$ cat src/rtl/nbd_ram.sv
// Generic single-write, single-read RAM with registered read data.
// No dependencies.
module nbd_ram #(
    parameter int WIDTH = 48,
    parameter int DEPTH = 64,
    parameter int AW = $clog2(DEPTH)
) (
    input  logic             i_clk,
    input  logic             i_we,
    input  logic [AW-1:0]    i_waddr,
    input  logic [WIDTH-1:0] i_wdata,
    input  logic [AW-1:0]    i_raddr,
    output logic [WIDTH-1:0] o_rdata
);
    logic [WIDTH-1:0] r_mem [DEPTH];
    logic [WIDTH-1:0] r_rdata;

    always_ff @(posedge i_clk) begin
        if (i_we) begin
            r_mem[i_waddr] <= i_wdata;
        end
        r_rdata <= r_mem[i_raddr];
    end

    assign o_rdata = r_rdata;
endmodule

$ cat config.mk
export PLATFORM = sky130hd
export DESIGN_NAME = nbd_ram
export DESIGN_NICKNAME = d
export VERILOG_FILES = /design/src/rtl/nbd_ram.sv
export SDC_FILE = /design/constraint.sdc
export NUM_CORES = 2
export LEC_CHECK = 0
export BUFFER_PORTS_ARGS = -buffer_cell sky130_fd_sc_hd__buf_2
export CELL_PAD_IN_SITES_DETAIL_PLACEMENT = 1
export CELL_PAD_IN_SITES_GLOBAL_PLACEMENT = 2
export CORE_ASPECT_RATIO = 0.8
export CORE_MARGIN = 2
export CORE_UTILIZATION = 33
export DETAILED_ROUTE_END_ITERATION = 7
export PLACE_DENSITY = 0.61
export SLEW_MARGIN = 25
export SYNTH_ARGS = -nofsm -noshare
export SYNTH_HDL_FRONTEND = slang
export SYNTH_SLANG_ARGS = --single-unit
$ cat constraint.sdc
create_clock -name i_clk -period 6.25 [get_ports i_clk]
set_clock_uncertainty 0.2 [all_clocks]
set_input_delay 0.625 -clock i_clk [delete_from_list [all_inputs] [get_ports i_clk]]
set_output_delay 0.625 -clock i_clk [all_outputs]
set_load 0.03 [all_outputs]
==> results.yml <==
status:
  status: "finished, final reports clean"
worst_setup_path:
  worst-path-max-fanout: 36
  crit_type: "input pin to flop"
  critical_path_required_ps: 6740
  crit_arrival_ps: 3790
  startpoint_type: "input pin"
  cp-end-kind: "flop"
cells_and_area:
  final_common_cell: "edfxtp_1"
  area_delta_synth_final_pct: 15.2
  fin_nets: 5382
  fin_cells: 10300
  drive_gt1_share_pct: 28.5
  mostFrequentLayoutCells: "edfxtp_1 (3072), mux4_2 (754), clkbuf_16 (329)"
global_routing:
  grt_max_degree: 93
  grt_pass1_vias: 58700
  grt_first_pass_wirelength_mm: 488
  antenna_found_initial: 32
  grt_usage_pct: 19.4
  gr-total-overflow: 0
floorplan:
  io_pins: 110
  fp.dieW_um: 670
  die-area_mm2: 0.360
  start_util_pct: 33.2
  rows: 195
  die_y_um: 537
  core_area_mm2: 0.353
yosys:
  synth_cell_type_count: 36
  synth_edf_count: 3072
  synthCells: 4970
  avgSynthCellArea_um2: 23.6
  ys.flop_type: "edfxtp_1"
  synth_warnings: 0
  async_flop_share_pct: 0
  syn_nets: 5032
  ys_seq_elements: 3120
  syn_area_mm2: 0.117
  synth-seq-area-share_pct: 79.6
detailed_routing:
  dr_total_vias: 57000
  routed_wl_mm: 353
  viasPerCell: 5.53
  firstDrtPassIters: 5
  final_antenna_net_count: 0
  drtIter0Drc: 6361
  drc: 0
  post_drt_wl_per_cell_um: 34.3
clocking:
  clock-sinks: 3120
  cts_buffer_depth: 4
  clock_latency_ps: 880
  clkTransAtPathRegs_ps: 60
  cts_tree: "yes"
  cts.repair.resized: 0
  htreeDepth: 5
  cts-root-buf: "clkbuf_16"
  cts_buffers: 322
sta:
  slew_headroom_pct: 30.1
  worstMarginPinSlew_ps: 1050
  min_period_ps: 3290
  fmax_mhz: 303
  final.setup.tns_ps: 0
  finalHoldViolations: 0
  setup_viol: 0
  rsz0062_at_grt: "no"
  fin_crit_sh_pct: 52.7
  finalMaxSlewViolations: 0
place:
  place_congestion: 0.759
  portBuffers: 109
  placed_cells: 9720
  dp_hpwl_mm: 196
pwr:
  power_density_mw_per_mm2: 328
  seq_power_share_pct: 52.6
  switching_share_pct: 21.5
  power.switching_mw: 9.52
  clkPwrFrac_pct: 42.5
  p_int_mw: 34.7
  peakVddDrop_mv: 0.221
  combinationalPowerShare_pct: 4.8
  p_leak_nw: 41.2
min_path:
  holdCritPathClass: "input pin to flop"
run:
  drv_cap: 0
## per-stage QoR
| stage | instance area [µm²] | utilization, % | power, mW | setup slack (ps) | hold slack, ps |
|---|---|---|---|---|---|
| global route | 135000 | 38.2 | 45.5 | 2870 | 53.1 |
| finish | 135000 | 38.2 | 44.2 | 2960 | 63.8 |
| CTS | 135000 | 38.2 | 44.6 | 3000 | 91.2 |
| floorplan | 117000 | - | 24.8 | 1140 | 510 |
| global placement | 125000 | 35.3 | 25.9 | 2020 | 593 |
| detailed placement | 125000 | 35.3 | 25.9 | 2070 | 600 |
## critical path, cell delays in order
cell	delay [ps]
buf_2	180
buf_4	580
and2_4	850
buf_4	530
a221oi_1	170
a221oi_1	750
## layout make-up
cell class / count / area, µm²
multi-input combinational: 1568 / 23000
fill: 33300 / 218000
antenna: 8 / 20.0
sequential: 3120 / 93200
clock buffer: 422 / 8700
tap: 4728 / 5920
timing repair buffer: 308 / 2760
clock inverter: 149 / 1380
## synth_stat cells, types with 12 or more instances
library cell / instances / area [µm²]
edfxtp_1: 3072 / 92200
mux4_2: 754 / 17000
nor2_1: 132 / 495
o22ai_1: 122 / 763
buf_2: 98 / 490
clkbuf_1: 98 / 368
a221oi_1: 83 / 727
a21oi_1: 74 / 370
a22oi_1: 72 / 541
mux2i_1: 63 / 631
buf_4: 62 / 465
a22o_1: 57 / 499
nand2_1: 55 / 206
dfxtp_1: 48 / 961
a211oi_1: 32 / 240
o221ai_1: 28 / 245
nor2b_1: 24 / 150
buf_1: 12 / 45.0
mux2_2: 12 / 135
## timing repair
action / in CTS / in global routing
hold buffers: 0 / 1
endpoints found under the hold margin: 0 / 12
setup buffers: 0 / 0
## path summary, 6_finish.rpt
path	slack (ps)	from	to	depth (start not counted)
hold / removal	60	i_wdata[15]	r_mem[58][15]$_DFFE_PP_	1
hold reg to reg	590	r_mem[59][36]$_DFFE_PP_	o_rdata[36]$_DFF_P_	4
setup / recovery	2960	i_raddr[3]	o_rdata[26]$_DFF_P_	6
setup reg to reg	3940	r_mem[47][40]$_DFFE_PP_	o_rdata[40]$_DFF_P_	5
## cell families (layout without fill, tap and decap cells)
| logic type | after synthesis | count (layout) | share of synthesized area [%] |
|---|---|---|---|
| and+or+nand+nor | 253 | 253 | 0.957 |
| DFF | 3120 | 3120 | 79.6 |
| buffers and inverters | 282 | 879 | 1.28 |
| muxes | 829 | 829 | 15.2 |
| AOI/OAI and AO/OA | 486 | 486 | 3.02 |
| other | 0 | 8 | 0 |
## power groups by stage
stage / sequential (mW) / clock, mW / combinational (mW)
floorplan: 23.7 / 0 / 1.11
global placement: 23.7 / 0 / 2.12
detailed placement: 23.7 / 0 / 2.16
CTS: 23.3 / 19.2 / 2.16
global route: 23.3 / 19.9 / 2.28
finish: 23.3 / 18.8 / 2.14
## layer usage
metal  wire [µm]  vias up  global-route usage [%]
met5         110        -                       0
met4        7720       16                    4.17
met3       22300      423                    3.03
met2      164000     2026                    30.4
met1      159000    32300                    28.6
li1            -    22200                       -
## sequential cells by signal, summed over array words and instances (netlist names)
name,cells
o_rdata,48
r_mem,3072
Power figures use the tool's default switching activity.
