===== src/rtl/nbd_pkg.sv =====
// Shared types and constants of the direct-sum gravity block.
// No dependencies.
package nbd_pkg;

    localparam int MAX_PARTICLES_DEF = 64;
    localparam int POS_W = 16;
    localparam int IDX_W = 6;
    localparam int CNT_W = 7;
    localparam int ACC_W = 32;
    localparam int ENTRY_W = 3 * POS_W;
    localparam int DIFF_W = POS_W + 1;
    localparam int SQ_W = 2 * POS_W;
    localparam int R2_W = SQ_W + 2;
    localparam int WIDE_W = 64;
    localparam int T_W = 49;
    localparam int SQRT_STEPS = 32;
    localparam int MUL_STEPS = POS_W;
    localparam int SQRT_SHIFT = 28;
    localparam int RECIP_EXP = 62;

    typedef struct packed {
        logic [CNT_W-1:0] count;
        logic             ovf;
    } t_job;

    typedef enum logic [3:0] {
        ST_IDLE,
        ST_RD_I,
        ST_WT_I,
        ST_RD_J,
        ST_WT_J,
        ST_SQ,
        ST_R2,
        ST_CHK,
        ST_SQRT,
        ST_DIV,
        ST_MUL,
        ST_ACC,
        ST_OUT
    } t_state;

endpackage


===== src/rtl/nbd_if.sv =====
// Valid/ready channel interfaces for positions in and accelerations out.
// Depends on nbd_pkg.
interface nbd_in_if;
    import nbd_pkg::*;
    logic             valid;
    logic             ready;
    logic [POS_W-1:0] pos_x;
    logic [POS_W-1:0] pos_y;
    logic [POS_W-1:0] pos_z;
    logic             final_particle;
    modport source(output valid, pos_x, pos_y, pos_z, final_particle, input ready);
    modport sink(input valid, pos_x, pos_y, pos_z, final_particle, output ready);
endinterface



===== src/rtl/nbd_front.sv =====
// Load side: takes positions, writes the store, counts and hands a job on the last one.
// Depends on nbd_pkg and nbd_if.
module nbd_front #(
    parameter int MAX_PARTICLES = nbd_pkg::MAX_PARTICLES_DEF,
    parameter int AW = $clog2(MAX_PARTICLES)
) (
    input  logic                    i_clk,
    input  logic                    i_rst_n,
    nbd_in_if.sink                  i_in,
    output logic                    o_we,
    output logic [AW-1:0]           o_waddr,
    output logic [nbd_pkg::ENTRY_W-1:0] o_wdata,
    output logic                    o_job_valid,
    output nbd_pkg::t_job           o_job,
    input  logic                    i_job_ready,
    input  logic                    i_done
);
    import nbd_pkg::*;

    logic [CNT_W-1:0] r_count;
    logic             r_ovf;
    logic             r_lock;
    logic             acc;
    logic             full;
    logic [CNT_W-1:0] cnt_inc;
    logic             ovf_n;

    assign i_in.ready = !r_lock && i_job_ready;
    assign acc = i_in.valid && i_in.ready;
    assign full = (r_count == CNT_W'(MAX_PARTICLES));
    assign cnt_inc = full ? r_count : r_count + CNT_W'(1);
    assign ovf_n = r_ovf | full;

    assign o_we = acc && !full;
    assign o_waddr = r_count[AW-1:0];
    assign o_wdata = {i_in.pos_x, i_in.pos_y, i_in.pos_z};
    assign o_job_valid = acc && i_in.final_particle;
    assign o_job = '{count: cnt_inc, ovf: ovf_n};

    always_ff @(posedge i_clk) begin
        if (!i_rst_n) begin
            r_count <= '0;
            r_ovf <= 1'b0;
            r_lock <= 1'b0;
        end else begin
            if (acc) begin
                if (i_in.final_particle) begin
                    r_count <= '0;
                    r_ovf <= 1'b0;
                    r_lock <= 1'b1;
                end else begin
                    r_count <= cnt_inc;
                    r_ovf <= ovf_n;
                end
            end else if (i_done) begin
                r_lock <= 1'b0;
            end
        end
    end
endmodule


===== src/flat_wrapper.sv =====
// flat-port wrapper written by rule: the top's interface ports become plain ports
module nbd_front_flat import nbd_pkg::*;
#(
    parameter int MAX_PARTICLES = nbd_pkg::MAX_PARTICLES_DEF,
    parameter int AW = $clog2(MAX_PARTICLES)
)
  (i_clk, i_rst_n, o_we, o_waddr, o_wdata, o_job_valid, o_job, i_job_ready, i_done, i_in_valid, i_in_pos_x, i_in_pos_y, i_in_pos_z, i_in_final_particle, i_in_ready);
  nbd_in_if i_in_i ();
  input  logic i_clk;
  input  logic i_rst_n;
  output logic o_we;
  output logic [AW-1:0] o_waddr;
  output logic [nbd_pkg::ENTRY_W-1:0] o_wdata;
  output logic o_job_valid;
  output nbd_pkg::t_job o_job;
  input  logic i_job_ready;
  input  logic i_done;
  input wire logic [$bits(i_in_i.valid)-1:0] i_in_valid;
  input wire logic [$bits(i_in_i.pos_x)-1:0] i_in_pos_x;
  input wire logic [$bits(i_in_i.pos_y)-1:0] i_in_pos_y;
  input wire logic [$bits(i_in_i.pos_z)-1:0] i_in_pos_z;
  input wire logic [$bits(i_in_i.final_particle)-1:0] i_in_final_particle;
  output wire logic [$bits(i_in_i.ready)-1:0] i_in_ready;
  assign i_in_i.valid = i_in_valid;
  assign i_in_i.pos_x = i_in_pos_x;
  assign i_in_i.pos_y = i_in_pos_y;
  assign i_in_i.pos_z = i_in_pos_z;
  assign i_in_i.final_particle = i_in_final_particle;
  assign i_in_ready = i_in_i.ready;
  nbd_front #(.MAX_PARTICLES(MAX_PARTICLES), .AW(AW)) u_core (.i_clk(i_clk), .i_rst_n(i_rst_n), .i_in(i_in_i), .o_we(o_we), .o_waddr(o_waddr), .o_wdata(o_wdata), .o_job_valid(o_job_valid), .o_job(o_job), .i_job_ready(i_job_ready), .i_done(i_done));
endmodule

===== config.mk =====
export PLATFORM = sky130hd
export DESIGN_NAME = nbd_front_flat
export DESIGN_NICKNAME = d
export VERILOG_FILES = /design/src/rtl/nbd_pkg.sv /design/src/rtl/nbd_if.sv /design/src/rtl/nbd_front.sv /design/src/flat_wrapper.sv
export SDC_FILE = /design/constraint.sdc
export NUM_CORES = 1
export LEC_CHECK = 0
export BUFFER_PORTS_ARGS = -buffer_cell sky130_fd_sc_hd__clkbuf_2
export CAP_MARGIN = 20
export CORE_MARGIN = 2
export CORE_UTILIZATION = 30
export DETAILED_ROUTE_END_ITERATION = 10
export GPL_ROUTABILITY_DRIVEN = 0
export GPL_TIMING_DRIVEN = 0
export PLACE_DENSITY_LB_ADDON = 0.25
export SYNTH_ARGS = -nofsm -noshare
export SYNTH_HDL_FRONTEND = slang
export SYNTH_SLANG_ARGS = --single-unit

===== constraint.sdc =====
create_clock -name i_clk -period 1.95 [get_ports i_clk]
set_clock_uncertainty 0.05 [all_clocks]
set_input_delay 0.195 -clock i_clk [delete_from_list [all_inputs] [get_ports i_clk]]
set_output_delay 0.195 -clock i_clk [all_outputs]
set_load 0.005 [all_outputs]

==> flow_summary.json <==
{
  "regArea_sq_um": 188.9,
  "p_clk_frac": 0.283,
  "p_seq_frac": 0.364,
  "combPwrFrac": 0.353,
  "maxCapViolCount": 0,
  "synth.most_common_cell": "buf_4",
  "power_leakage_nw": 0.8988,
  "yosysSeqAreaShare": 0.1809,
  "cp_max_fo": 4,
  "r2r_start": "u_core.r_count[1]",
  "dr.first_iter.drc_count": 15,
  "synth_compound_gate_area_share": 0.09673,
  "fin_ws_ns": -0.2094,
  "die_width_microns": 61.62,
  "min_path_cells": 3,
  "switching_share": 0.2562,
  "row_count": 20,
  "internal_power_mw": 0.3795,
  "grt_pass1_vias": 828,
  "hold_viol_final": 0,
  "criticalPathCategory": "reg -> out",
  "ctsHoldBuffers": 0,
  "slew_viol_final": 0,
  "wirelength_microns": 2476,
  "synth_top_area_share": 0.4146,
  "pre_cts_ws_ns": -0.1860,
  "synth-edff-count": 0,
  "final_antenna_net_count": 0,
  "worstReg2RegEnd": "u_core.r_count[2]",
  "portBuffers": 70,
  "synthTopCellsByCount": "buf_4 (55), dfxtp_1 (9), nor2_1 (6), xnor2_1 (5)",
  "reg2reg_slack_ns": -0.04,
  "drt_first_pass_iters": 4,
  "antennaDiodeCount": 0,
  "synth_top_cells_by_area": "buf_4 (41%), dfxtp_1 (18%), xnor2_1 (4.4%)",
  "tightest_slew_ns": 0.3940,
  "synthFlopType": "dfxtp_1",
  "drc_errors": 0,
  "utilization": 0.5004,
  "final.setup.tns_ns": -0.7306,
  "yosys.area_share.simple": 0.1960,
  "grt_max_degree": 11,
  "die_area_sq_mm": 0.003797,
  "avgViaCountPerCell": 4.155,
  "die_h_microns": 61.62,
  "p_per_area_mw_per_mm2": 328.6,
  "numCtsBuffers": 3,
  "syn-instance-count": 123,
  "synth_top_family_by_area": "buffers and inverters",
  "ioPinCount": 119,
  "synth_xor_area_frac": 0.05276,
  "clock_latency_ns": 0.26,
  "grt_antenna_before_repair": 0,
  "drive_gt1_frac": 0.7308,
  "setup_violations": 6,
  "place_hpwl_microns": 1944,
  "netSwitchingPower_mw": 0.1307,
  "hold_ws_ns": 0.1574,
  "ys_ff_latch": 9,
  "required_ns": 1.70,
  "syn_avg_cell_area_sq_um": 8.097,
  "grt_pass1_wl_microns": 3456,
  "ir_drop_v": 0.0001243,
  "maxClockFrequency_ghz": 0.4631,
  "ys_async_sr_fraction": 0,
  "cts.clk_slew.worst_paths_ns": 0.06,
  "yosysUniqueCellTypes": 34,
  "min_path_type": "in -> reg",
  "vias": 1047,
  "grt_use_total": 0.1207,
  "overflow": 0,
  "outcome": "complete, but fails checks",
  "fin_nets": 265,
  "violations": "setup timing",
  "max-slew-margin-rel": 0.7374,
  "worstHoldStart": "i_done",
  "h-tree-depth": 1,
  "fillers": 321,
  "cts_sinks": 9,
  "yosys.area.top_type": "buf_4",
  "synthAdderAreaFrac": 0.02513,
  "post_synth_instance_area_sq_um": 996.0,
  "multi_input_area_sq_um": 389.1,
  "worstHoldEndpoint": "u_core.r_lock",
  "end_kind": "primary output",
  "cts_tree": "done",
  "routedWlPerCell_microns": 9.825,
  "clock-root-buffer": "clkbuf_4",
  "fp.coreArea_sq_mm": 0.003103,
  "syn2layout_area_growth_pct": 55.90,
  "synthesis.nets": 179,
  "clock_path_buffers": 2,
  "ys_warn_count": 0,
  "start_util": 0.3210,
  "startpoint_type": "flop",
  "synthMuxAreaShare": 0,
  "period_minus_slack_ns": 2.159,
  "ff2ff_path_depth": 9,
  "grt_setup_unrepaired": "yes",
  "finalCritPeriodShare": 1.107,
  "critPathArrivalTime_ns": 1.91
}
-- worst max path at each step --
stage,end,slack [ns],cells after the start,startpoint
3_5_place_dp,o_job[0],-0.19,7,u_core.r_count[0]
5_1_grt,o_job[1],-0.28,7,u_core.r_count[1]
4_1_cts,o_job[1],-0.21,7,u_core.r_count[1]
3_3_place_gp,o_job[0],-0.18,7,u_core.r_count[0]
6_report,o_job[1],-0.21,7,u_core.r_count[1]
2_1_floorplan,o_job[0],0.09,6,u_core.r_count[0]
-- cells by family after synthesis --
logic type / after synthesis
simple gates: 30
flops: 9
buf+inv: 62
compound gates: 14
xor+xnor: 6
fa+ha+maj: 2
-- power by group through the flow --
stage          combinational, mW  clock, mW  sequential (mW)
2_1_floorplan              0.104          0            0.193
3_3_place_gp               0.172          0            0.194
3_5_place_dp               0.174          0            0.194
4_1_cts                    0.181      0.156            0.185
5_1_grt                    0.199      0.164            0.186
6_report                   0.180      0.144            0.186
-- area by class of cell --
type                       instances  share of cell area
buffer                            58              0.2780
sequential                         9              0.1217
timing repair buffer              81              0.2861
tap                               44             0.03546
multi-input combinational         52              0.2506
clock buffer                       4             0.01692
inverter                           4             0.01128
-- critical path, cell delays in order (launching register included) --
cell and delay (ns):
dfxtp_4 0.35, inv_4 0.06, ha_4 0.11, or4b_4 0.46, nor3b_4 0.30, buf_6 0.16
xnor2_2 0.09, buf_2 0.12
-- registers in the layout (all words and copies together), names as in the netlist --
register,flops
u_core.r_count,7
u_core.r_lock,1
u_core.r_ovf,1
-- metal layers --
metal	vias to the layer above	share of wire	global-route usage
li1	521	-	-
met1	455	0.41	0.1482
met2	69	0.49	0.2105
met3	2	0.10	0.01891
met4	0	0.0032	0.04559
met5	-	0	0
-- metrics by stage --
stage | area (sq um) | total power, mW | std cells
3_3_place_gp | 1401 | 0.3656 | 237
3_5_place_dp | 1401 | 0.3674 | 237
4_1_cts | 1515 | 0.5226 | 248
5_1_grt | 1553 | 0.5489 | 252
6_report | 1553 | 0.5102 | 252
2_1_floorplan | 996.0 | 0.2970 | 123
-- placed cells by master (no fill, tap or decap), types with 2 or more instances in the layout --
cell       n
xnor2_1    4
a21boi_0   2
buf_6      4
buf_4     63
nand2_1    4
nor2b_1    2
nand3b_1   2
nand3_1    3
clkbuf_1   3
inv_1      2
o21ai_0    2
and3_1     4
dfxtp_4    2
clkbuf_2  69
a21oi_1    2
dfxtp_1    6
nor2_1     6
clkbuf_4   3
-- repair_timing --
action	4_1_cts	5_1_grt
gates resized for setup	12	3
endpoints found under the setup margin	6	6
pin swaps	5	4
buffers inserted	7	4
Note: power is estimated with default switching activity, not from simulation.
