### src/rtl/nbd_pkg.sv
// Shared types and constants of the direct-sum gravity block.
// No dependencies.
package nbd_pkg;

    localparam int MAX_PARTICLES_DEF = 64;
    localparam int POS_W = 16;
    localparam int IDX_W = 6;
    localparam int CNT_W = 7;
    localparam int ACC_W = 32;
    localparam int ENTRY_W = 3 * POS_W;
    localparam int DIFF_W = POS_W + 1;
    localparam int SQ_W = 2 * POS_W;
    localparam int R2_W = SQ_W + 2;
    localparam int WIDE_W = 64;
    localparam int T_W = 49;
    localparam int SQRT_STEPS = 32;
    localparam int MUL_STEPS = POS_W;
    localparam int SQRT_SHIFT = 28;
    localparam int RECIP_EXP = 62;

    typedef struct packed {
        logic [CNT_W-1:0] count;
        logic             ovf;
    } t_job;

    typedef enum logic [3:0] {
        ST_IDLE,
        ST_RD_I,
        ST_WT_I,
        ST_RD_J,
        ST_WT_J,
        ST_SQ,
        ST_R2,
        ST_CHK,
        ST_SQRT,
        ST_DIV,
        ST_MUL,
        ST_ACC,
        ST_OUT
    } t_state;

endpackage

### src/rtl/nbd_if.sv


interface nbd_out_if;
    import nbd_pkg::*;
    logic                    valid;
    logic                    ready;
    logic [IDX_W-1:0]        particle_index;
    logic signed [ACC_W-1:0] accel_x;
    logic signed [ACC_W-1:0] accel_y;
    logic signed [ACC_W-1:0] accel_z;
    logic                    clipped;
    logic                    final_result;
    modport source(output valid, particle_index, accel_x, accel_y, accel_z, clipped,
                   final_result, input ready);
    modport sink(input valid, particle_index, accel_x, accel_y, accel_z, clipped,
                 final_result, output ready);
endinterface

### src/rtl/nbd_back.sv
// Compute side: per particle pair, squares, bit-serial root, shared divider, serial multiply.
// Depends on nbd_pkg and nbd_if.
module nbd_back #(
    parameter int MAX_PARTICLES = nbd_pkg::MAX_PARTICLES_DEF,
    parameter int AW = $clog2(MAX_PARTICLES)
) (
    input  logic                        i_clk,
    input  logic                        i_rst_n,
    input  logic                        i_job_valid,
    input  nbd_pkg::t_job               i_job,
    output logic                        o_job_pop,
    output logic [AW-1:0]               o_raddr,
    input  logic [nbd_pkg::ENTRY_W-1:0] i_rdata,
    output logic                        o_done,
    nbd_out_if.source                   o_out
);
    import nbd_pkg::*;

    t_state r_state, n_state;
    logic [CNT_W-1:0] r_n, n_n, r_i, n_i, r_j, n_j;
    logic r_ovf, n_ovf;
    logic [1:0] r_k, n_k;
    logic [ENTRY_W-1:0] r_pi, n_pi;
    logic signed [DIFF_W-1:0] r_d [3], n_d [3];
    logic [SQ_W-1:0] r_sq [3], n_sq [3];
    logic [R2_W-1:0] r_r2, n_r2, r_den, n_den;
    logic [WIDE_W-1:0] r_srem, n_srem, r_res, n_res, r_num, n_num, r_prod, n_prod;
    logic [WIDE_W-1:0] r_mag, n_mag;
    logic [R2_W:0] r_drem, n_drem;
    logic [5:0] r_cnt, n_cnt;
    logic r_div_t, n_div_t;
    logic [T_W-1:0] r_t, n_t;
    logic signed [ACC_W-1:0] r_acc [3], n_acc [3];
    logic r_flag, n_flag;
    logic r_ovalid, n_ovalid;
    logic [IDX_W-1:0] r_oidx, n_oidx;
    logic signed [ACC_W-1:0] r_ox, n_ox, r_oy, n_oy, r_oz, n_oz;
    logic r_oclip, n_oclip, r_ofin, n_ofin;

    logic signed [2*DIFF_W-1:0] prod_sq [3];
    logic [WIDE_W-1:0] bitv, trial;
    logic [R2_W:0] shifted;
    logic ge;
    logic signed [DIFF_W-1:0] dk, adk;
    logic [WIDE_W-1:0] maddend;
    logic [WIDE_W-1:0] magc;
    logic signed [ACC_W+1:0] term, sum;
    logic clip;
    logic last;

    assign o_out.valid = r_ovalid;
    assign o_out.particle_index = r_oidx;
    assign o_out.accel_x = r_ox;
    assign o_out.accel_y = r_oy;
    assign o_out.accel_z = r_oz;
    assign o_out.clipped = r_oclip;
    assign o_out.final_result = r_ofin;

    always_ff @(posedge i_clk) begin
        r_n <= n_n; r_i <= n_i; r_j <= n_j; r_ovf <= n_ovf; r_k <= n_k; r_pi <= n_pi;
        r_d <= n_d; r_sq <= n_sq; r_r2 <= n_r2; r_den <= n_den; r_srem <= n_srem;
        r_res <= n_res; r_num <= n_num; r_prod <= n_prod; r_mag <= n_mag;
        r_drem <= n_drem; r_cnt <= n_cnt; r_div_t <= n_div_t; r_t <= n_t;
        r_acc <= n_acc; r_flag <= n_flag; r_oidx <= n_oidx; r_ox <= n_ox;
        r_oy <= n_oy; r_oz <= n_oz; r_oclip <= n_oclip; r_ofin <= n_ofin;
        if (!i_rst_n) begin
            r_state <= ST_IDLE;
            r_ovalid <= 1'b0;
        end else begin
            r_state <= n_state;
            r_ovalid <= n_ovalid;
        end
    end

    always_comb begin
        n_state = r_state; n_n = r_n; n_i = r_i; n_j = r_j; n_ovf = r_ovf; n_k = r_k;
        n_pi = r_pi; n_d = r_d; n_sq = r_sq; n_r2 = r_r2; n_den = r_den;
        n_srem = r_srem; n_res = r_res; n_num = r_num; n_prod = r_prod; n_mag = r_mag;
        n_drem = r_drem; n_cnt = r_cnt; n_div_t = r_div_t; n_t = r_t; n_acc = r_acc;
        n_flag = r_flag; n_oidx = r_oidx; n_ox = r_ox; n_oy = r_oy; n_oz = r_oz;
        n_oclip = r_oclip; n_ofin = r_ofin;
        n_ovalid = r_ovalid && !o_out.ready;
        o_job_pop = 1'b0;
        o_done = 1'b0;
        o_raddr = (r_state == ST_RD_I) ? r_i[AW-1:0] : r_j[AW-1:0];

        for (int q = 0; q < 3; q++) begin
            prod_sq[q] = r_d[q] * r_d[q];
        end
        bitv = WIDE_W'(1) << {r_cnt[4:0], 1'b0};
        trial = r_res + bitv;
        shifted = {r_drem[R2_W-1:0], r_num[WIDE_W-1]};
        ge = (shifted >= {1'b0, r_den});
        dk = r_d[r_k];
        adk = dk[DIFF_W-1] ? -dk : dk;
        maddend = adk[r_cnt[3:0]] ? WIDE_W'(r_t) : '0;
        magc = r_mag;
        clip = 1'b0;
        if (!dk[DIFF_W-1]) begin
            if (r_mag > WIDE_W'(64'h7FFF_FFFF)) begin
                magc = WIDE_W'(64'h7FFF_FFFF);
                clip = 1'b1;
            end
            term = (ACC_W+2)'({2'b00, magc[ACC_W-1:0]});
        end else begin
            if (r_mag > WIDE_W'(64'h8000_0000)) begin
                magc = WIDE_W'(64'h8000_0000);
                clip = 1'b1;
            end
            term = -(ACC_W+2)'({2'b00, magc[ACC_W-1:0]});
        end
        sum = (ACC_W+2)'(r_acc[r_k]) + term;
        last = (r_i + CNT_W'(1) == r_n);

        unique case (r_state)
            ST_IDLE: begin
                o_job_pop = 1'b1;
                if (i_job_valid) begin
                    n_n = i_job.count;
                    n_ovf = i_job.ovf;
                    n_i = '0;
                    n_state = ST_RD_I;
                end
            end
            ST_RD_I: n_state = ST_WT_I;
            ST_WT_I: begin
                n_pi = i_rdata;
                for (int q = 0; q < 3; q++) n_acc[q] = '0;
                n_flag = r_ovf;
                n_j = '0;
                n_state = ST_RD_J;
            end
            ST_RD_J: begin
                if (r_j == r_n) begin
                    n_state = ST_OUT;
                end else if (r_j == r_i) begin
                    n_j = r_j + CNT_W'(1);
                end else begin
                    n_state = ST_WT_J;
                end
            end
            ST_WT_J: begin
                for (int q = 0; q < 3; q++) begin
                    n_d[q] = $signed({1'b0, i_rdata[(2-q)*POS_W +: POS_W]})
                           - $signed({1'b0, r_pi[(2-q)*POS_W +: POS_W]});
                end
                n_state = ST_SQ;
            end
            ST_SQ: begin
                for (int q = 0; q < 3; q++) n_sq[q] = prod_sq[q][SQ_W-1:0];
                n_state = ST_R2;
            end
            ST_R2: begin
                n_r2 = R2_W'(r_sq[0]) + R2_W'(r_sq[1]) + R2_W'(r_sq[2]);
                n_state = ST_CHK;
            end
            ST_CHK: begin
                if (r_r2 == '0) begin
                    n_flag = 1'b1;
                    n_j = r_j + CNT_W'(1);
                    n_state = ST_RD_J;
                end else begin
                    n_srem = {2'b00, r_r2, {SQRT_SHIFT{1'b0}}};
                    n_res = '0;
                    n_cnt = 6'(SQRT_STEPS - 1);
                    n_state = ST_SQRT;
                end
            end
            ST_SQRT: begin
                if (r_srem >= trial) begin
                    n_srem = r_srem - trial;
                    n_res = (r_res >> 1) + bitv;
                end else begin
                    n_res = r_res >> 1;
                end
                if (r_cnt == '0) begin
                    n_num = WIDE_W'(1) << RECIP_EXP;
                    n_den = n_res[R2_W-1:0];
                    n_drem = '0;
                    n_cnt = 6'(WIDE_W - 1);
                    n_div_t = 1'b1;
                    n_state = ST_DIV;
                end else begin
                    n_cnt = r_cnt - 6'd1;
                end
            end
            ST_DIV: begin
                n_drem = ge ? shifted - {1'b0, r_den} : shifted;
                n_num = {r_num[WIDE_W-2:0], ge};
                if (r_cnt == '0) begin
                    if (r_div_t) begin
                        n_t = n_num[T_W-1:0];
                        n_k = '0;
                        n_prod = '0;
                        n_cnt = 6'(MUL_STEPS - 1);
                        n_state = ST_MUL;
                    end else begin
                        n_mag = n_num;
                        n_state = ST_ACC;
                    end
                end else begin
                    n_cnt = r_cnt - 6'd1;
                end
            end
            ST_MUL: begin
                n_prod = (r_prod << 1) + maddend;
                if (r_cnt == '0) begin
                    n_num = n_prod;
                    n_den = r_r2;
                    n_drem = '0;
                    n_cnt = 6'(WIDE_W - 1);
                    n_div_t = 1'b0;
                    n_state = ST_DIV;
                end else begin
                    n_cnt = r_cnt - 6'd1;
                end
            end
            ST_ACC: begin
                if (sum > (ACC_W+2)'(64'sh7FFF_FFFF)) begin
                    n_acc[r_k] = ACC_W'(32'sh7FFF_FFFF);
                    n_flag = 1'b1;
                end else if (sum < -(ACC_W+2)'(64'sh8000_0000)) begin
                    n_acc[r_k] = ACC_W'(32'sh8000_0000);
                    n_flag = 1'b1;
                end else begin
                    n_acc[r_k] = sum[ACC_W-1:0];
                end
                if (clip) n_flag = 1'b1;
                if (r_k == 2'd2) begin
                    n_j = r_j + CNT_W'(1);
                    n_state = ST_RD_J;
                end else begin
                    n_k = r_k + 2'd1;
                    n_prod = '0;
                    n_cnt = 6'(MUL_STEPS - 1);
                    n_state = ST_MUL;
                end
            end
            ST_OUT: begin
                if (!r_ovalid || o_out.ready) begin
                    n_ovalid = 1'b1;
                    n_oidx = r_i[IDX_W-1:0];
                    n_ox = r_acc[0];
                    n_oy = r_acc[1];
                    n_oz = r_acc[2];
                    n_oclip = r_flag;
                    n_ofin = last;
                    n_i = r_i + CNT_W'(1);
                    if (last) begin
                        o_done = 1'b1;
                        n_state = ST_IDLE;
                    end else begin
                        n_state = ST_RD_I;
                    end
                end
            end
            default: n_state = ST_IDLE;
        endcase
    end
endmodule

### src/flat_wrapper.sv
// flat-port wrapper written by rule: the top's interface ports become plain ports
module nbd_back_flat import nbd_pkg::*;
#(
    parameter int MAX_PARTICLES = nbd_pkg::MAX_PARTICLES_DEF,
    parameter int AW = $clog2(MAX_PARTICLES)
)
  (i_clk, i_rst_n, i_job_valid, i_job, o_job_pop, o_raddr, i_rdata, o_done, o_out_valid, o_out_particle_index, o_out_accel_x, o_out_accel_y, o_out_accel_z, o_out_clipped, o_out_final_result, o_out_ready);
  nbd_out_if o_out_i ();
  input  logic i_clk;
  input  logic i_rst_n;
  input  logic i_job_valid;
  input  nbd_pkg::t_job i_job;
  output logic o_job_pop;
  output logic [AW-1:0] o_raddr;
  input  logic [nbd_pkg::ENTRY_W-1:0] i_rdata;
  output logic o_done;
  output wire logic [$bits(o_out_i.valid)-1:0] o_out_valid;
  output wire logic [$bits(o_out_i.particle_index)-1:0] o_out_particle_index;
  output wire logic [$bits(o_out_i.accel_x)-1:0] o_out_accel_x;
  output wire logic [$bits(o_out_i.accel_y)-1:0] o_out_accel_y;
  output wire logic [$bits(o_out_i.accel_z)-1:0] o_out_accel_z;
  output wire logic [$bits(o_out_i.clipped)-1:0] o_out_clipped;
  output wire logic [$bits(o_out_i.final_result)-1:0] o_out_final_result;
  input wire logic [$bits(o_out_i.ready)-1:0] o_out_ready;
  assign o_out_valid = o_out_i.valid;
  assign o_out_particle_index = o_out_i.particle_index;
  assign o_out_accel_x = o_out_i.accel_x;
  assign o_out_accel_y = o_out_i.accel_y;
  assign o_out_accel_z = o_out_i.accel_z;
  assign o_out_clipped = o_out_i.clipped;
  assign o_out_final_result = o_out_i.final_result;
  assign o_out_i.ready = o_out_ready;
  nbd_back #(.MAX_PARTICLES(MAX_PARTICLES), .AW(AW)) u_core (.i_clk(i_clk), .i_rst_n(i_rst_n), .i_job_valid(i_job_valid), .i_job(i_job), .o_job_pop(o_job_pop), .o_raddr(o_raddr), .i_rdata(i_rdata), .o_done(o_done), .o_out(o_out_i));
endmodule
### config.mk
export PLATFORM = sky130hd
export DESIGN_NAME = nbd_back_flat
export DESIGN_NICKNAME = d
export VERILOG_FILES = /design/src/rtl/nbd_pkg.sv /design/src/rtl/nbd_if.sv /design/src/rtl/nbd_back.sv /design/src/flat_wrapper.sv
export SDC_FILE = /design/constraint.sdc
export NUM_CORES = 2
export LEC_CHECK = 0
export BUFFER_PORTS_ARGS = -buffer_cell sky130_fd_sc_hd__buf_2
export CORE_MARGIN = 2
export CORE_UTILIZATION = 30
export CTS_CLUSTER_SIZE = 14
export DETAILED_ROUTE_END_ITERATION = 10
export GPL_TIMING_DRIVEN = 0
export PLACE_DENSITY = 0.45
export RECOVER_POWER = 50
export SETUP_SLACK_MARGIN = 0.02
export SYNTH_ARGS = -nofsm -noshare
export SYNTH_HDL_FRONTEND = slang
export SYNTH_SLANG_ARGS = --single-unit
### constraint.sdc
create_clock -name i_clk -period 11.6 [get_ports i_clk]
set_input_delay 2.32 -clock i_clk [delete_from_list [all_inputs] [get_ports i_clk]]
set_output_delay 2.32 -clock i_clk [all_outputs]
set_load 0.005 [all_outputs]
==> metrics.md <==
| Metric | Value |
|---|---|
| Vias in the first global route | 62,500 |
| Worst Setup Start Kind | flop |
| Cts hold-fix bufs | 0 |
| Top cell by count, worst path | ha_1 |
| FP Rows | 191 |
| Core footprint | 0.271 mm^2 |
| Leak pwr | 38.4 nW |
| Post-route antenna net violation count | 0 |
| Maxcap violations | 16 |
| Worst hold slack | 0.404 ns |
| Sequential fraction of the synthesis area | 33.0% |
| Clock Sinks | 899 |
| Clock skew | 0.0871 ns |
| Total wire length | 249,000 um |
| Seq cells post-synth | 899 |
| Worst r2r src | u_core.r_cnt[1]$_DFFE_PP_ |
| Number of synthesized flops with an enable pin | 894 |
| GRT overflow | 0 |
| Clk slew on worst S/H paths | 0.06 ns |
| Synth cell types | 101 |
| Routed len/inst | 20.7 um |
| Tcrit/Tclk final | 89.6% |
| Reg2Reg Depth | 34 |
| H-tree levels | 3 |
| Fin crit period | 10.40 ns |
| RSZ-0062 raised after global routing | no |
| Sequential power share | 21.4% |
| Clock power share | 16.8% |
| Worst path buffer plus inverter count | 6 |
| Post-route DRC | 0 |
| Worst vdd ir | 0.925 mV |
| DRT Pass-1 Iters | 8 |
| Maximum clock path buffer count | 3 |
| Post-CTS Setup Bufs | 0 |
| Switching Share | 45.1% |
| Layout Cells excl Fill | 12,000 |
| Achievable Freq | 96.2 MHz |
| Worst setup margin | 1.20 ns |
| Crit path max-delay family | compound AO/OA/AOI/OAI gates |
| Min-delay worst type | flop to flop |
| Vias per cell | 4.96 |
| Met2 WL | 118,000 um |
| Worst path depth | 34 |
| Cell total after placement | 11,800 |
| Int Power | 12.9 mW |
| Cell area after synthesis | 0.0817 mm^2 |
| Vias | 59,500 |
| CTS Buf Count | 115 |
| Skew-Pair Late Insertion Delay | 0.82 ns |
| HPWL after DPL | 200,000 um |
| Failing checks | capacitance limit, slew limit |
| Setup TNS | 0 ns |
| Dominant cells by area after synthesis | edfxtp_1 33%, fa_1 19%, ha_1 9.4% |
| Top cell type by total area after synthesis | edfxtp_1 |
| Worst EP required | 12.08 ns |
| Worst Path Max Fanout | 51 |
| Outcome | finished, violations left |
| Final GP Congestion | 0.905 |
| Worst r2r dst | u_core.r_srem[20]$_SDFFCE_PN0P_ |
| Primary FF master, synth | edfxtp_1 |
| Worst relative slew slack | -158% |
| Port Buffers | 172 |
| Initial DRC count | 4,315 |
| P&R area growth vs syn | 11.8% |
| Initial antenna violation count | 11 |
| All-Layer GR Usage | 18.0% |
| Finished Cell Area | 0.0913 mm^2 |
| Async SR Flop Fraction | 0% |
| CP endpoint kind | flop |
| Worst setup path end | u_core.r_srem[20]$_SDFFCE_PN0P_ |
| R2R Setup Slk | 1.20 ns |
| Worst Path Arrival | 10.88 ns |
| Met3 wire length | 10,400 um |
| NumNets Final | 9,795 |
| Commonest non-fill, non-tap cell in the layout | inv_1 |
| Share of layout cells above drive strength 1 | 5.06% |
| CTS tree | done |
| Max Slew Vio Count | 414 |
| Worst slew pin tran | 3.87 ns |
| Synth warnings | 0 |
| P_sw | 10.6 mW |
| Critical Path Slowest Stage Cell | edfxtp_1 |
| Mapped Nets | 9,467 |
| Critical path class | flop to flop |
| Pre-CTS WS | 1.48 ns |
| Post-Syn Instances | 8,009 |
| First-pass GRT wire length | 382,000 um |
| Most frequent cells in the layout | 1,044 x inv_1, 894 x edfxtp_1, 782 x fa_1, 616 x ha_1, 595 x nand2_1 |
| Die width | 526 um |
| Post-DP Area | 0.0877 mm^2 |
| Post-cts sizing count | 0 |
| Worst setup startpoint | u_core.r_cnt[1]$_DFFE_PP_ |
| Final hold violations | 0 |
| CTS Root Cell | clkbuf_16 |
| Final setup fails | 0 |
| CP peak stage delay | 0.55 ns |
| Power Density | 257 mW/mm^2 |
| Top-area cell type share of the netlist area | 32.9% |
| Fillers | 27,600 |
| Initial Util | 30.2% |
| Met1 wire length | 115,000 um |
| Chip Height | 526 um |
| I/O Pins | 173 |
| Largest net degree at the start of global routing | 68 |
| Syn Area/Cell | 10.2 um^2 |
| Gate power share | 61.9% |
| Top layer in use | met5 |
| Total die area | 0.276 mm^2 |
[final cells by class]
cell class | count | area (um^2) | share of cell area (%)
timing repair buffer | 211 | 1010 | 1.10
tap | 3570 | 4470 | 4.89
buffer | 268 | 1090 | 1.19
clock inverter | 89 | 1170 | 1.29
antenna | 8 | 20.0 | 0.0219
sequential | 899 | 26900 | 29.5
inverter | 1047 | 3930 | 4.30
multi-input combinational | 5795 | 49700 | 54.5
clock buffer | 127 | 2940 | 3.22
[per-layer routing]
layer | global-route usage [%] | up-vias
met5 | 0 | -
met4 | 4.29 | 2
met3 | 2.09 | 260
met2 | 30.0 | 1299
met1 | 24.8 | 30000
li1 | - | 28000
[metrics by stage]
stage | utilization, % | power (mW)
after floorplan | - | 15.4
after global routing | 33.7 | 25.6
final | 33.7 | 23.4
after detailed placement | 32.4 | 19.7
after CTS | 33.9 | 23.8
after global placement | 32.1 | 19.6
[power groups by stage]
| stage | Sequential (mW) | Clock (mW) | Combinational, mW |
|---|---|---|---|
| finish | 5.01 | 3.93 | 14.5 |
| global route | 5.04 | 4.16 | 16.4 |
| CTS | 4.99 | 4.05 | 14.8 |
| detailed placement | 5.06 | 0 | 14.7 |
| global placement | 5.12 | 0 | 14.5 |
| floorplan | 4.94 | 0 | 10.5 |
[worst register-to-register path: cells and delay by family (launching register included)]
family | cells | cell delay (ns)
AO/OA/AOI/OAI | 12 | 3.12
XOR/XNOR | 1 | 0.14
adder cells (fa/ha/maj) | 5 | 1.25
buffers and inverters | 6 | 1.96
flip-flops | 1 | 0.55
AND/OR/NAND/NOR | 10 | 2.92
[cells by family after synthesis]
family          share of synthesized area [%]
fa+ha+maj                                28.6
buf+inv                                  6.15
mux                                      1.29
compound gates                           13.2
xor+xnor                                 5.75
flops                                    33.0
simple gates                             12.0
[worst min-delay path by stage]
stage	start	to	slack, ns	depth (start not counted)
after CTS	u_core.r_num[60]$_DFFE_PP_	u_core.r_mag[61]$_DFFE_PP_	0.39	0
after floorplan	u_core.r_flag$_SDFFCE_PP1P_	u_core.o_out.clipped$_DFFE_PP_	0.40	0
after global placement	u_core.r_num[60]$_DFFE_PP_	u_core.r_mag[61]$_DFFE_PP_	0.44	0
after global routing	u_core.r_num[60]$_DFFE_PP_	u_core.r_mag[61]$_DFFE_PP_	0.41	0
final	u_core.r_num[60]$_DFFE_PP_	u_core.r_mag[61]$_DFFE_PP_	0.40	0
after detailed placement	u_core.r_num[62]$_DFFE_PP_	u_core.r_mag[63]$_DFFE_PP_	0.44	0
[cells in the mapped netlist, drive strengths merged (61+ instances only)]
library cell,number
edfxtp,894
and2,290
o21ai,447
o21bai,61
inv,1047
nand2,598
xor2,184
nor2b,76
nor2,581
mux2i,94
a21oi,532
ha,616
nand3,82
nor3,93
clkbuf,234
a21o,219
fa,782
xnor2,351
nand2b,74
a31oi,84
[registers in the layout (all words and copies together) (netlist names), 7 cells and up]
signal,cells
u_core.r_mag,64
u_core.r_num,64
u_core.r_n,7
u_core.r_acc,96
u_core.o_out.accel_z,32
u_core.r_t,49
u_core.r_pi,48
u_core.r_j,7
u_core.o_out.accel_y,32
u_core.r_i,7
u_core.o_out.accel_x,32
u_core.r_drem,34
u_core.r_den,34
u_core.r_d,51
u_core.r_sq,93
u_core.r_res,64
u_core.r_r2,34
u_core.r_prod,63
u_core.r_srem,64
(Power assumes the default switching activity.)
