### src/rtl/nbd_pkg.sv
// Shared types and constants of the direct-sum gravity block.
// No dependencies.
package nbd_pkg;

    localparam int MAX_PARTICLES_DEF = 64;
    localparam int POS_W = 16;
    localparam int IDX_W = 6;
    localparam int CNT_W = 7;
    localparam int ACC_W = 32;
    localparam int ENTRY_W = 3 * POS_W;
    localparam int DIFF_W = POS_W + 1;
    localparam int SQ_W = 2 * POS_W;
    localparam int R2_W = SQ_W + 2;
    localparam int WIDE_W = 64;
    localparam int T_W = 49;
    localparam int SQRT_STEPS = 32;
    localparam int MUL_STEPS = POS_W;
    localparam int SQRT_SHIFT = 28;
    localparam int RECIP_EXP = 62;

    typedef struct packed {
        logic [CNT_W-1:0] count;
        logic             ovf;
    } t_job;

    typedef enum logic [3:0] {
        ST_IDLE,
        ST_RD_I,
        ST_WT_I,
        ST_RD_J,
        ST_WT_J,
        ST_SQ,
        ST_R2,
        ST_CHK,
        ST_SQRT,
        ST_DIV,
        ST_MUL,
        ST_ACC,
        ST_OUT
    } t_state;

endpackage

### src/rtl/nbd_job_fifo.sv
// Two-entry job queue between the load side and the compute side.
// Depends on nbd_pkg.
module nbd_job_fifo (
    input  logic          i_clk,
    input  logic          i_rst_n,
    input  logic          i_push,
    input  nbd_pkg::t_job i_job,
    output logic          o_full,
    output logic          o_valid,
    output nbd_pkg::t_job o_job,
    input  logic          i_pop
);
    import nbd_pkg::*;

    t_job       r_mem [2];
    logic       r_wp;
    logic       r_rp;
    logic [1:0] r_cnt;
    logic       do_push;
    logic       do_pop;

    assign o_full = (r_cnt == 2'd2);
    assign o_valid = (r_cnt != 2'd0);
    assign o_job = r_mem[r_rp];
    assign do_push = i_push && !o_full;
    assign do_pop = i_pop && o_valid;

    always_ff @(posedge i_clk) begin
        if (do_push) begin
            r_mem[r_wp] <= i_job;
        end
        if (!i_rst_n) begin
            r_wp <= 1'b0;
            r_rp <= 1'b0;
            r_cnt <= '0;
        end else begin
            if (do_push) begin
                r_wp <= !r_wp;
            end
            if (do_pop) begin
                r_rp <= !r_rp;
            end
            r_cnt <= r_cnt + 2'(do_push) - 2'(do_pop);
        end
    end
endmodule

### config.mk
export PLATFORM = sky130hd
export DESIGN_NAME = nbd_job_fifo
export DESIGN_NICKNAME = d
export VERILOG_FILES = /design/src/rtl/nbd_pkg.sv /design/src/rtl/nbd_job_fifo.sv
export SDC_FILE = /design/constraint.sdc
export NUM_CORES = 1
export LEC_CHECK = 0
export BUFFER_PORTS_ARGS = -buffer_cell sky130_fd_sc_hd__buf_2
export CAP_MARGIN = 5
export CORE_UTILIZATION = 52
export DETAILED_ROUTE_END_ITERATION = 10
export PLACE_DENSITY = 0.79
export SLEW_MARGIN = 30
export SYNTH_ARGS = -nofsm -noshare
export SYNTH_HDL_FRONTEND = slang
export SYNTH_SLANG_ARGS = --single-unit
### constraint.sdc
create_clock -name i_clk -period 4.75 [get_ports i_clk]
set_clock_uncertainty 0.05 [all_clocks]
set_input_delay 1.1875 -clock i_clk [delete_from_list [all_inputs] [get_ports i_clk]]
set_output_delay 1.1875 -clock i_clk [all_outputs]
set_load 0.02 [all_outputs]
==> summary.md, run 1 <==
| Metric | Value |
|---|---|
| Clock transition at path regs | 0.11 ns |
| CTS Root Cell | clkbuf_4 |
| Yosys reg bits | 21 |
| Actual slew at the worst max-slew pin | 0.673 ns |
| RePlAce Congestion | 0.679 |
| EDFF count, synth | 16 |
| Synth cell types | 16 |
| Area share of the largest cell type after synthesis | 59.3% |
| Primary FF master, synth | edfxtp_1 |
| H-Tree Level Count | 1 |
| Hold Crit Class | reg2reg |
| Share of layout cells above drive strength 1 | 45.3% |
| Vias/cell | 4.90 |
| Syn nets | 65 |
| Core area | 1380 µm² |
| Die Y | 41.5 µm |
| Footprint of the multi-input gates | 214 µm² |
| Initial antenna violation count | 0 |
| Largest net degree at the start of global routing | 12 |
| Cells after Synth | 51 |
| Worst-Skew Late Latency | 0.29 ns |
| I/O pin total | 22 |
| Via count | 441 |
| Layout Nets | 90 |
| Final hold vios | 0 |
| WP data required | 3.51 ns |
| Placed cell count | 86 |
| Pwr/cell area | 519 nW/µm² |
| Tcrit/Tclk final | 54.8% |
| I/O Buffers | 21 |
| Hpwl dp | 929 µm |
| Initial core utilization | 58.6% |
| GRT overflow | 0 |
| Cts repair resizes | 0 |
| Ranking of synthesized cells by area | edfxtp_1, dfxtp_1, mux2_2 |
| YS warnings | 0 |
| Clock buffer depth | 2 |
| DRT Wirelength | 1180 µm |
| Residual DRC count | 0 |
| GRT Total Usage | 16.7% |
| CTS sink cnt | 21 |
| Die ar. | 1720 µm² |
| Register area | 581 µm² |
| Drt first pass iters | 2 |
| Number of fillers in the final layout | 104 |
| Number of setup violations in the final report | 0 |
| Status | completed |
| # hold bufs at CTS | 0 |
| Syn avg cell area | 15.9 µm² |
| Commonest cells post-synth | edfxtp_1, mux2_2, dfxtp_1 |
| Area leader, netlist | edfxtp_1 |
| Initial DRC count | 4 |
| CTS tree | yes |
| Tmin final | 2.60 ns |
| Max cap viols | 0 |
| Fmax | 384 MHz |
| Inserted Diodes | 0 |
| Die width | 41.5 µm |
| First-pass GRT wire length | 2100 µm |
| Pleak | 0.407 nW |
| Async SR Flop Fraction | 0% |
| Post-CTS setup repair buffer count | 0 |
| RSZ-0062 raised after global routing | false |
| Routed wire per std cell | 13.1 µm |
| Slew Viols, Final | 0 |
| # rows | 13 |
| Mapped Area | 811 µm² |
| Number of global-route vias before repair | 505 |
| Startpoint Class | register |
| Setup tns final | 0 ns |
| Worst-path fanout max | 8 |
| Worst vdd ir | 0.000285 V |
| Critical path capture point type | primary output |
| TritonCTS Buffers | 3 |
| Fin cells | 90 |
| WS Path Type | reg2out |
| Synthesis-to-finish area growth | 17.9% |
| Worst Path Arrival | 1.36 ns |
| Seq/Total Area, Yosys | 71.6% |
| Most frequent cell after synthesis | edfxtp_1 |
| Routed Antenna Nets | 0 |
| Relative slew slack | 55.0% |
| Total power | 0.496 mW |
==> state kept, by name, indices dropped and copies added, names as in the netlist, named ones only <==
name	count
r_cnt	2
r_mem	16
r_rp	1
r_wp	1
==> logic make-up (layout without fill, tap and decap cells) <==
family	count (synthesis)	count (layout)	synth area share [%]
AOI/OAI and AO/OA	1	1	1.08
xor gates and xnor gates	3	3	3.24
adders and majority gates	2	2	3.09
buffers and inverters	4	28	2.01
DFF	21	21	71.6
muxes	9	9	12.3
and+or+nand+nor	11	11	6.64
==> power breakdown <==
part | total (mW) | switching [mW] | leakage [nW] | internal (mW)
logic | 0.160 | 0.0865 | 0.201 | 0.0737
registers | 0.255 | 0.0211 | 0.191 | 0.234
clock network | 0.0810 | 0.0483 | 0.0150 | 0.0327
==> final timing paths <==
check / from / to / slack, ns / depth (start not counted)
setup / recovery: register / o_job[3] / 2.15 / 2
hold / removal: r_wp$_SDFFE_PN0N_ / r_wp$_SDFFE_PN0N_ / 0.44 / 2
setup reg to reg: r_cnt[0]$_SDFF_PN0_ / r_cnt[1]$_SDFF_PN0_ / 3.13 / 8
hold reg to reg: r_wp$_SDFFE_PN0N_ / r_wp$_SDFFE_PN0N_ / 0.44 / 2
==> placed cells by master (no fill, tap or decap) <==
cell and n:
and3_1 1, nor2_1 4, nand2_1 2, clkbuf_1 1
clkbuf_4 3, xor2_1 1, xnor2_1 2, mux2i_1 1
nand2b_1 2, inv_1 3, dfxtp_1 5, buf_2 21
edfxtp_1 16, or2_2 1, mux2_2 8, o21a_2 1
and2_1 1, ha_1 2
==> final cells by class <==
class	count	area share, %
flip-flops and latches	21	60.7
multi-input cells	26	22.4
repair buffers	21	11.0
clock buffers	4	2.75
well taps	15	1.96
inverters	3	1.18
==> worst max-delay path, cell delays in order, from the launching register on <==
cell and delay [ns]:
dfxtp_1 0.54, mux2_2 0.38, buf_2 0.16
==> per-layer routing <==
metal	up-vias	global-route usage (%)	routed length (µm)
met3	0	5.22	50
met2	12	28.7	623
met4	0	7.74	0
li1	229	-	-
met1	200	18.6	507
met5	-	0	0
==> metrics by stage <==
stage	hold WS, ns	instance area, µm²	util, %	setup WS [ns]
6_report	0.440	956	69.1	2.15
5_1_grt	0.485	956	69.1	2.07
4_1_cts	0.443	956	69.1	2.12
3_5_place_dp	0.428	930	67.2	2.32
3_3_place_gp	0.420	930	67.2	2.34
2_1_floorplan	0.405	811	-	2.49
(Power assumes the default switching activity.)
==> run 2, diff against run 1 <==
--- a/config.mk
+++ b/config.mk
@@ -7,9 +7,9 @@
 export LEC_CHECK = 0
 export BUFFER_PORTS_ARGS = -buffer_cell sky130_fd_sc_hd__buf_2
 export CAP_MARGIN = 5
-export CORE_UTILIZATION = 52
+export CORE_UTILIZATION = 49
 export DETAILED_ROUTE_END_ITERATION = 10
-export PLACE_DENSITY = 0.79
+export PLACE_DENSITY = 0.75
 export SLEW_MARGIN = 30
 export SYNTH_ARGS = -nofsm -noshare
 export SYNTH_HDL_FRONTEND = slang
==> constraint.sdc (replaced) <==
create_clock -name i_clk -period 2.4 [get_ports i_clk]
set_clock_uncertainty 0.05 [all_clocks]
set_input_delay 0.6 -clock i_clk [delete_from_list [all_inputs] [get_ports i_clk]]
set_output_delay 0.6 -clock i_clk [all_outputs]
set_load 0.02 [all_outputs]
==> run 2 against run 1 <==
Register-to-register slack got worse by 2.3 ns. Via count up 2.3%. Wire length fell by 6.3%. Clock power up 100%. Final area grew 0.92%. Count of clock-buffer cells in the layout stayed put. Highest routed layer is now met4. Non-clock buffer count is 1 higher. Sequential share of layout area is 0.55 points lower.
==> summary.md, run 2 (synthesized netlist as in run 1, its figures left out) <==
| Metric | Value |
|---|---|
| H-Tree Level Count | 1 (unchanged) |
| CTS tree | yes |
| Pleak | 0.412 nW (+1.2%) |
| Routed wire per std cell | 12.0 µm (-8.3%) |
| GRT Total Usage | 15.6% (-1.1 points) |
| Initial core utilization | 53.2% (-5.4 points) |
| Clock buffer depth | 2 (unchanged) |
| Power share of the clock group | 16.4% (about the same) |
| Largest net degree at the start of global routing | 12 (unchanged) |
| Fin cells | 92 (+2.2%) |
| Number of setup violations in the final report | 0 (unchanged) |
| Inserted Diodes | 0 (unchanged) |
| First-pass GRT wire length | 1970 µm (-6.6%) |
| Drt first pass iters | 2 (unchanged) |
| Hpwl dp | 835 µm (-10%) |
| Post-CTS setup repair buffer count | 0 (unchanged) |
| Max cap viols | 0 (unchanged) |
| Residual DRC count | 0 (unchanged) |
| Actual slew at the worst max-slew pin | 0.362 ns (-0.310 ns) |
| DRT Wirelength | 1110 µm (-6.3%) |
| Status | completed |
| GRT overflow | 0 (unchanged) |
| Via count | 451 (+2.3%) |
| RSZ-0062 raised after global routing | false |
| Worst-path fanout max | 8 (unchanged) |
| Critical path capture point type | primary output |
| WP data required | 1.75 ns (-1.76 ns) |
| Core area | 1520 µm² (+10%) |
| Clock transition at path regs | 0.11 ns (about the same) |
| Number of global-route vias before repair | 480 (-5.0%) |
| Worst vdd ir | 0.000534 V (+88%) |
| Routed Antenna Nets | 0 (unchanged) |
| # hold bufs at CTS | 0 (unchanged) |
| Pwr/cell area | 1020 nW/µm² (+97%) |
| Worst reg-to-reg setup slack | 0.79 ns (-2.34 ns) |
| Hold Crit Class | in2reg |
| Number of fillers in the final layout | 123 (+18%) |
| Share of layout cells above drive strength 1 | 46.1% (+0.72 points) |
| Tcrit/Tclk final | 83.8% |
| CTS Root Cell | clkbuf_4 |
| Synthesis-to-finish area growth | 19.0% |
| Fmax | 497 MHz |
| WS Path Type | reg2out |
| Worst-Skew Late Latency | 0.29 ns (about the same) |
| # rows | 14 (+1) |
| Initial DRC count | 3 (-1) |
| RePlAce Congestion | 0.693 (+2.0%) |
| Max FFs per register | 16 (unchanged) |
| Die width | 42.7 µm (+2.9%) |
| Layout Nets | 91 (+1.1%) |
| TritonCTS Buffers | 3 (unchanged) |
| Vias/cell | 4.90 (about the same) |
| Cts repair resizes | 0 (unchanged) |
| Setup tns final | 0 ns (unchanged) |
| Initial antenna violation count | 0 (unchanged) |
| Largest register by flop count | r_mem |
| I/O Buffers | 21 (unchanged) |
| Slew Viols, Final | 0 (unchanged) |
| Tmin final | 2.01 ns |
| Placed cell count | 88 (+2.3%) |
| Relative slew slack | 75.8% (+21 points) |
| Sw Share | 31.4% (-0.048 points) |
| Worst Path Arrival | 1.36 ns (about the same) |
| Die ar. | 1820 µm² (+5.8%) |
| I/O pin total | 22 (unchanged) |
| Combinational Power Share | 32.5% (+0.2 points) |
| CTS sink cnt | 21 (unchanged) |
| Internal Power | 0.678 mW (+99%) |
| Commonest non-fill, non-tap cells in the layout | buf_2, edfxtp_1, mux2_2 |
| Most common cell after layout, fill and taps aside | buf_2 |
| Final hold vios | 0 (unchanged) |
| Startpoint Class | register |
| P_sw | 0.310 mW (+99%) |
| Top Registers | r_mem (16), r_cnt (2) |
| Sequential power share | 51.1% (-0.3 points) |
| Die Y | 42.7 µm (+2.9%) |
[run 2: layer usage]
| layer | part of all wire (%) | GRT usage, % |
|---|---|---|
| met1 | 44 | 18.6 |
| met2 | 50 | 23.0 |
| met3 | 4.8 | 6.81 |
| met4 | 0.81 | 9.38 |
| met5 | 0 | 0 |
[run 2: stage by stage]
| stage | setup WS, ns | area [µm²] | power [mW] | hold slack [ns] | utilization [%] |
|---|---|---|---|---|---|
| CTS | 0.348 | 965 | 1.01 | 0.424 | 63.3 |
| floorplan | 0.724 | 811 | 0.748 | 0.405 | - |
| global route | 0.295 | 965 | 1.06 | 0.406 | 63.3 |
| finish | 0.389 | 965 | 0.988 | 0.436 | 63.3 |
| global placement | 0.602 | 938 | 0.835 | 0.422 | 61.6 |
| detailed placement | 0.578 | 938 | 0.841 | 0.437 | 61.6 |
[run 2: critical path: stages, from the launching register on]
cell and delay (ns):
dfxtp_1 0.53, mux2_2 0.38, buf_2 0.16
[run 2: worst paths after layout]
| kind | from | to | depth (start not counted) |
|---|---|---|---|
| max | register | o_job[4] | 2 |
| min | i_job[4] | r_mem[0][4]$_DFFE_PP_ | 1 |
| max reg2reg | r_cnt[0]$_SDFF_PN0_ | r_cnt[1]$_SDFF_PN0_ | 8 |
| min reg2reg | r_wp$_SDFFE_PN0N_ | r_wp$_SDFFE_PN0N_ | 2 |
[run 2: power groups by stage]
stage                     Combinational, mW  Sequential (mW)  Clock [mW]
final                                 0.322            0.505       0.162
after global routing                  0.356            0.515       0.188
after CTS                             0.328            0.507       0.171
after detailed placement              0.327            0.514           0
after global placement                0.323            0.512           0
after floorplan                       0.258            0.490           0
[run 2: final cells by class]
class                   count  area (µm²)  area share (%)
well taps                  16        20.0            2.08
inverters                   3        11.3            1.17
clock buffers               4        26.3            2.72
multi-input cells          26         214            22.2
repair buffers             22         113            11.7
flip-flops and latches     21         581            60.2
==> run 3, diff against run 2 <==
--- a/config.mk
+++ b/config.mk
@@ -5,11 +5,12 @@
 export SDC_FILE = /design/constraint.sdc
 export NUM_CORES = 1
 export LEC_CHECK = 0
+export ABC_AREA = 1
 export BUFFER_PORTS_ARGS = -buffer_cell sky130_fd_sc_hd__buf_2
 export CAP_MARGIN = 5
-export CORE_UTILIZATION = 49
+export CORE_UTILIZATION = 45
 export DETAILED_ROUTE_END_ITERATION = 10
-export PLACE_DENSITY = 0.75
+export PLACE_DENSITY = 0.72
 export SLEW_MARGIN = 30
 export SYNTH_ARGS = -nofsm -noshare
 export SYNTH_HDL_FRONTEND = slang
==> constraint.sdc (replaced) <==
create_clock -name i_clk -period 1.6 [get_ports i_clk]
set_clock_uncertainty 0.05 [all_clocks]
set_input_delay 0.4 -clock i_clk [delete_from_list [all_inputs] [get_ports i_clk]]
set_output_delay 0.4 -clock i_clk [all_outputs]
set_load 0.02 [all_outputs]
==> run 3 against run 2 <==
The run now ends with setup timing left. Count of clock-buffer cells in the layout is 1 lower. Global-route usage down 3.2 points. Sequential share of layout area down 6.9 points. Synthesized cell count rose by 22%. Final cell count rose by 23%. Final area increased by 13%. Hold slack lost 0.20 ns. Critical endpoint is now o_job[0]. Largest power group unchanged. Highest routed layer unchanged.
==> summary.md, run 3 <==
| Metric | Value |
|---|---|
| Largest net degree at the start of global routing | 13 (+1) |
| Placed cell count | 109 (+24%) |
| Inserted Diodes | 0 (unchanged) |
| Status | complete, but fails checks |
| I/O Buffers | 21 (unchanged) |
| Die ar. | 2090 µm² (+15%) |
| Async SR Flop Fraction | 0% (unchanged) |
| YS warnings | 0 (unchanged) |
| Commonest cells post-synth | edfxtp_1, nand2_1, inv_1, mux2_4, nor2_1 |
| Commonest non-fill, non-tap cells in the layout | edfxtp_1, buf_2 |
| Core area | 1760 µm² (+16%) |
| Die Y | 45.7 µm (+7.0%) |
| Worst Slack Setup Final | -0.0681 ns (-0.457 ns) |
| WHS Path Cells | 1 (unchanged) |
| GRT Total Usage | 12.4% (-3.2 points) |
| Worst-Skew Late Latency | 0.29 ns (about the same) |
| Actual slew at the worst max-slew pin | 0.301 ns (-0.0615 ns) |
| Final hold vios | 0 (unchanged) |
| Reg2Reg Launch Point | r_cnt[0]$_SDFF_PN0_ |
| Syn nets | 76 (+17%) |
| Number of setup violations in the final report | 8 (+8) |
| Initial antenna violation count | 0 (unchanged) |
| Synth cell types | 11 (-5) |
| Tcrit/Tclk final | 104% |
| Routed Antenna Nets | 0 (unchanged) |
| Relative slew slack | 79.9% (+4.1 points) |
| Fmax | 599 MHz |
| # hold bufs at CTS | 0 (unchanged) |
| WP data required | 1.15 ns (-0.60 ns) |
| Worst Path Arrival | 1.22 ns (-0.14 ns) |
| Worst-path fanout max | 8 (unchanged) |
| Yosys reg bits | 21 (unchanged) |
| Initial DRC count | 8 (+5) |
| Primary FF master, synth | edfxtp_1 |
| WS Path Type | reg2out |
| Die width | 45.7 µm (+7.0%) |
| Reg2Reg Capture Point | r_cnt[1]$_SDFF_PN0_ |
| Number of global-route vias before repair | 442 (-7.9%) |
| CTS tree | yes |
| R2R cell count | 10 (+2) |
| # rows | 15 (+1) |
| Pleak | 0.491 nW (+19%) |
| Worst reg-to-reg setup slack | 0.10 ns (-0.69 ns) |
| Max FFs per register | 16 (unchanged) |
| Initial core utilization | 48.7% (-4.5 points) |
| DRT Wirelength | 1130 µm (+2.4%) |
| Share of layout cells above drive strength 1 | 44.3% (-1.7 points) |
| Most common cell after layout, fill and taps aside | edfxtp_1 |
| Hold path endpoint | r_mem[1][0]$_DFFE_PP_ |
| RSZ-0062 raised after global routing | true |
| Critical path capture point type | primary output |
| Via count | 516 (+14%) |
| Seq/Total Area, Yosys | 67.6% (-4.0 points) |
| Max cap viols | 0 (unchanged) |
| Vias/cell | 4.57 (-6.9%) |
| Startpoint Class | register |
| Slew Viols, Final | 0 (unchanged) |
| Hold Crit Class | in2reg |
| Total power | 1.69 mW (+71%) |
| Failing checks | setup timing |
| Worst vdd ir | 0.000789 V (+48%) |
| TritonCTS Buffers | 3 (unchanged) |
| Ranking of synthesized cells by area | edfxtp_1, mux2_4, dfxtp_1 |
| CTS sink cnt | 21 (unchanged) |
| Routed wire per std cell | 10.0 µm (-17%) |
| EDFF count, synth | 16 (unchanged) |
| RePlAce Congestion | 0.650 (-6.2%) |
| Largest register by flop count | r_mem |
| Drt first pass iters | 2 (unchanged) |
| Hpwl dp | 847 µm (+1.5%) |
| Pwr/cell area | 1540 nW/µm² (+51%) |
| GRT overflow | 0 (unchanged) |
| Mapped Area | 858 µm² (+5.9%) |
| Most frequent cell after synthesis | edfxtp_1 |
| Residual DRC count | 0 (unchanged) |
| Area leader, netlist | edfxtp_1 |
| I/O pin total | 22 (unchanged) |
| Worst Hold Slack | 0.238 ns (-0.198 ns) |
| Tmin final | 1.67 ns |
| Synthesis-to-finish area growth | 27.4% |
| Layout Nets | 103 (+13%) |
| First-pass GRT wire length | 1690 µm (-14%) |
| Clock transition at path regs | 0.10 ns (about the same) |
| Worst hold start | i_job[0] |
| Clock buffer depth | 2 (unchanged) |
| H-Tree Level Count | 1 (unchanged) |
| Post-CTS setup repair buffer count | 0 (unchanged) |
| Top Registers | r_mem (16), r_cnt (2) |
| Cells after Synth | 62 (+22%) |
| Fin cells | 113 (+23%) |
| CTS Root Cell | clkbuf_4 |
| Area share of the largest cell type after synthesis | 56.0% (-3.3 points) |
| Syn avg cell area | 13.8 µm² (-13%) |
==> run 3: changes by cell type after synthesis, sizes merged, moves of 2 or more <==
| cell | delta |
|---|---|
| nor2 | +4 |
| a21oi | +2 |
| nand2 | +7 |
| nand3 | +3 |
| xnor2 | -2 |
| nand2b | -2 |
| inv | +5 |
==> run 3: per-layer routing <==
layer / wire length (µm) / track usage, % / vias to the layer above
met5: 0 / 0 / -
met4: 20 / 7.27 / 0
met3: 61 / 3.97 / 2
met2: 615 / 21.7 / 18
met1: 436 / 12.6 / 230
li1: - / - / 266
==> run 3: cell type report <==
cell class                      instances  area, µm²
Clock buffer                            3       22.5
Fill cell                             143        671
Multi-Input combinational cell         32        239
Sequential cell                        21        583
Tap cell                               25       31.3
Inverter                                8       30.0
Timing Repair Buffer                   23        183
Clock inverter                          1       5.00
==> run 3: repair_timing <==
| action | 4_1_cts | 5_1_grt |
|---|---|---|
| setup endpoints to repair | 8 | 9 |
| hold endpoints to repair | 0 | 0 |
| resized for setup | 17 | 2 |
==> run 3: cells by family after synthesis <==
| group | share of synthesized area, % |
|---|---|
| simple gates | 9.48 |
| flops | 67.6 |
| mux | 14.0 |
| buf+inv | 4.81 |
| compound gates | 1.17 |
| fa+ha+maj | 2.91 |
==> run 3: metrics by stage <==
stage / setup TNS (ns) / instance area (µm²) / utilization, % / setup WS (ns)
finish: -0.467 / 1090 / 62.0 / -0.0681
global route: -0.907 / 1090 / 62.0 / -0.117
CTS: -0.561 / 1090 / 61.8 / -0.0727
detailed placement: 0 / 1010 / 57.3 / 0.0379
global placement: 0 / 1010 / 57.3 / 0.0767
floorplan: 0 / 858 / - / 0.162
==> run 3: worst max-delay path, cell delays in order (launching register included) <==
cell and delay, ns:
dfxtp_2 0.35, buf_12 0.13, mux2_4 0.31, buf_6 0.13
==> run 3: where the power goes <==
group	total, mW	internal (mW)	switching (mW)	leakage [nW]
logic	0.697	0.345	0.352	0.282
clock network	0.239	0.0930	0.146	0.0177
registers	0.750	0.703	0.0472	0.191
==> run 3: worst max path at each step <==
stage	endpoint	cells after the start
after floorplan	r_cnt[1]$_SDFF_PN0_	10
after global placement	r_cnt[1]$_SDFF_PN0_	10
after detailed placement	r_cnt[1]$_SDFF_PN0_	10
after CTS	o_job[1]	3
after global routing	o_job[0]	3
final	o_job[0]	3
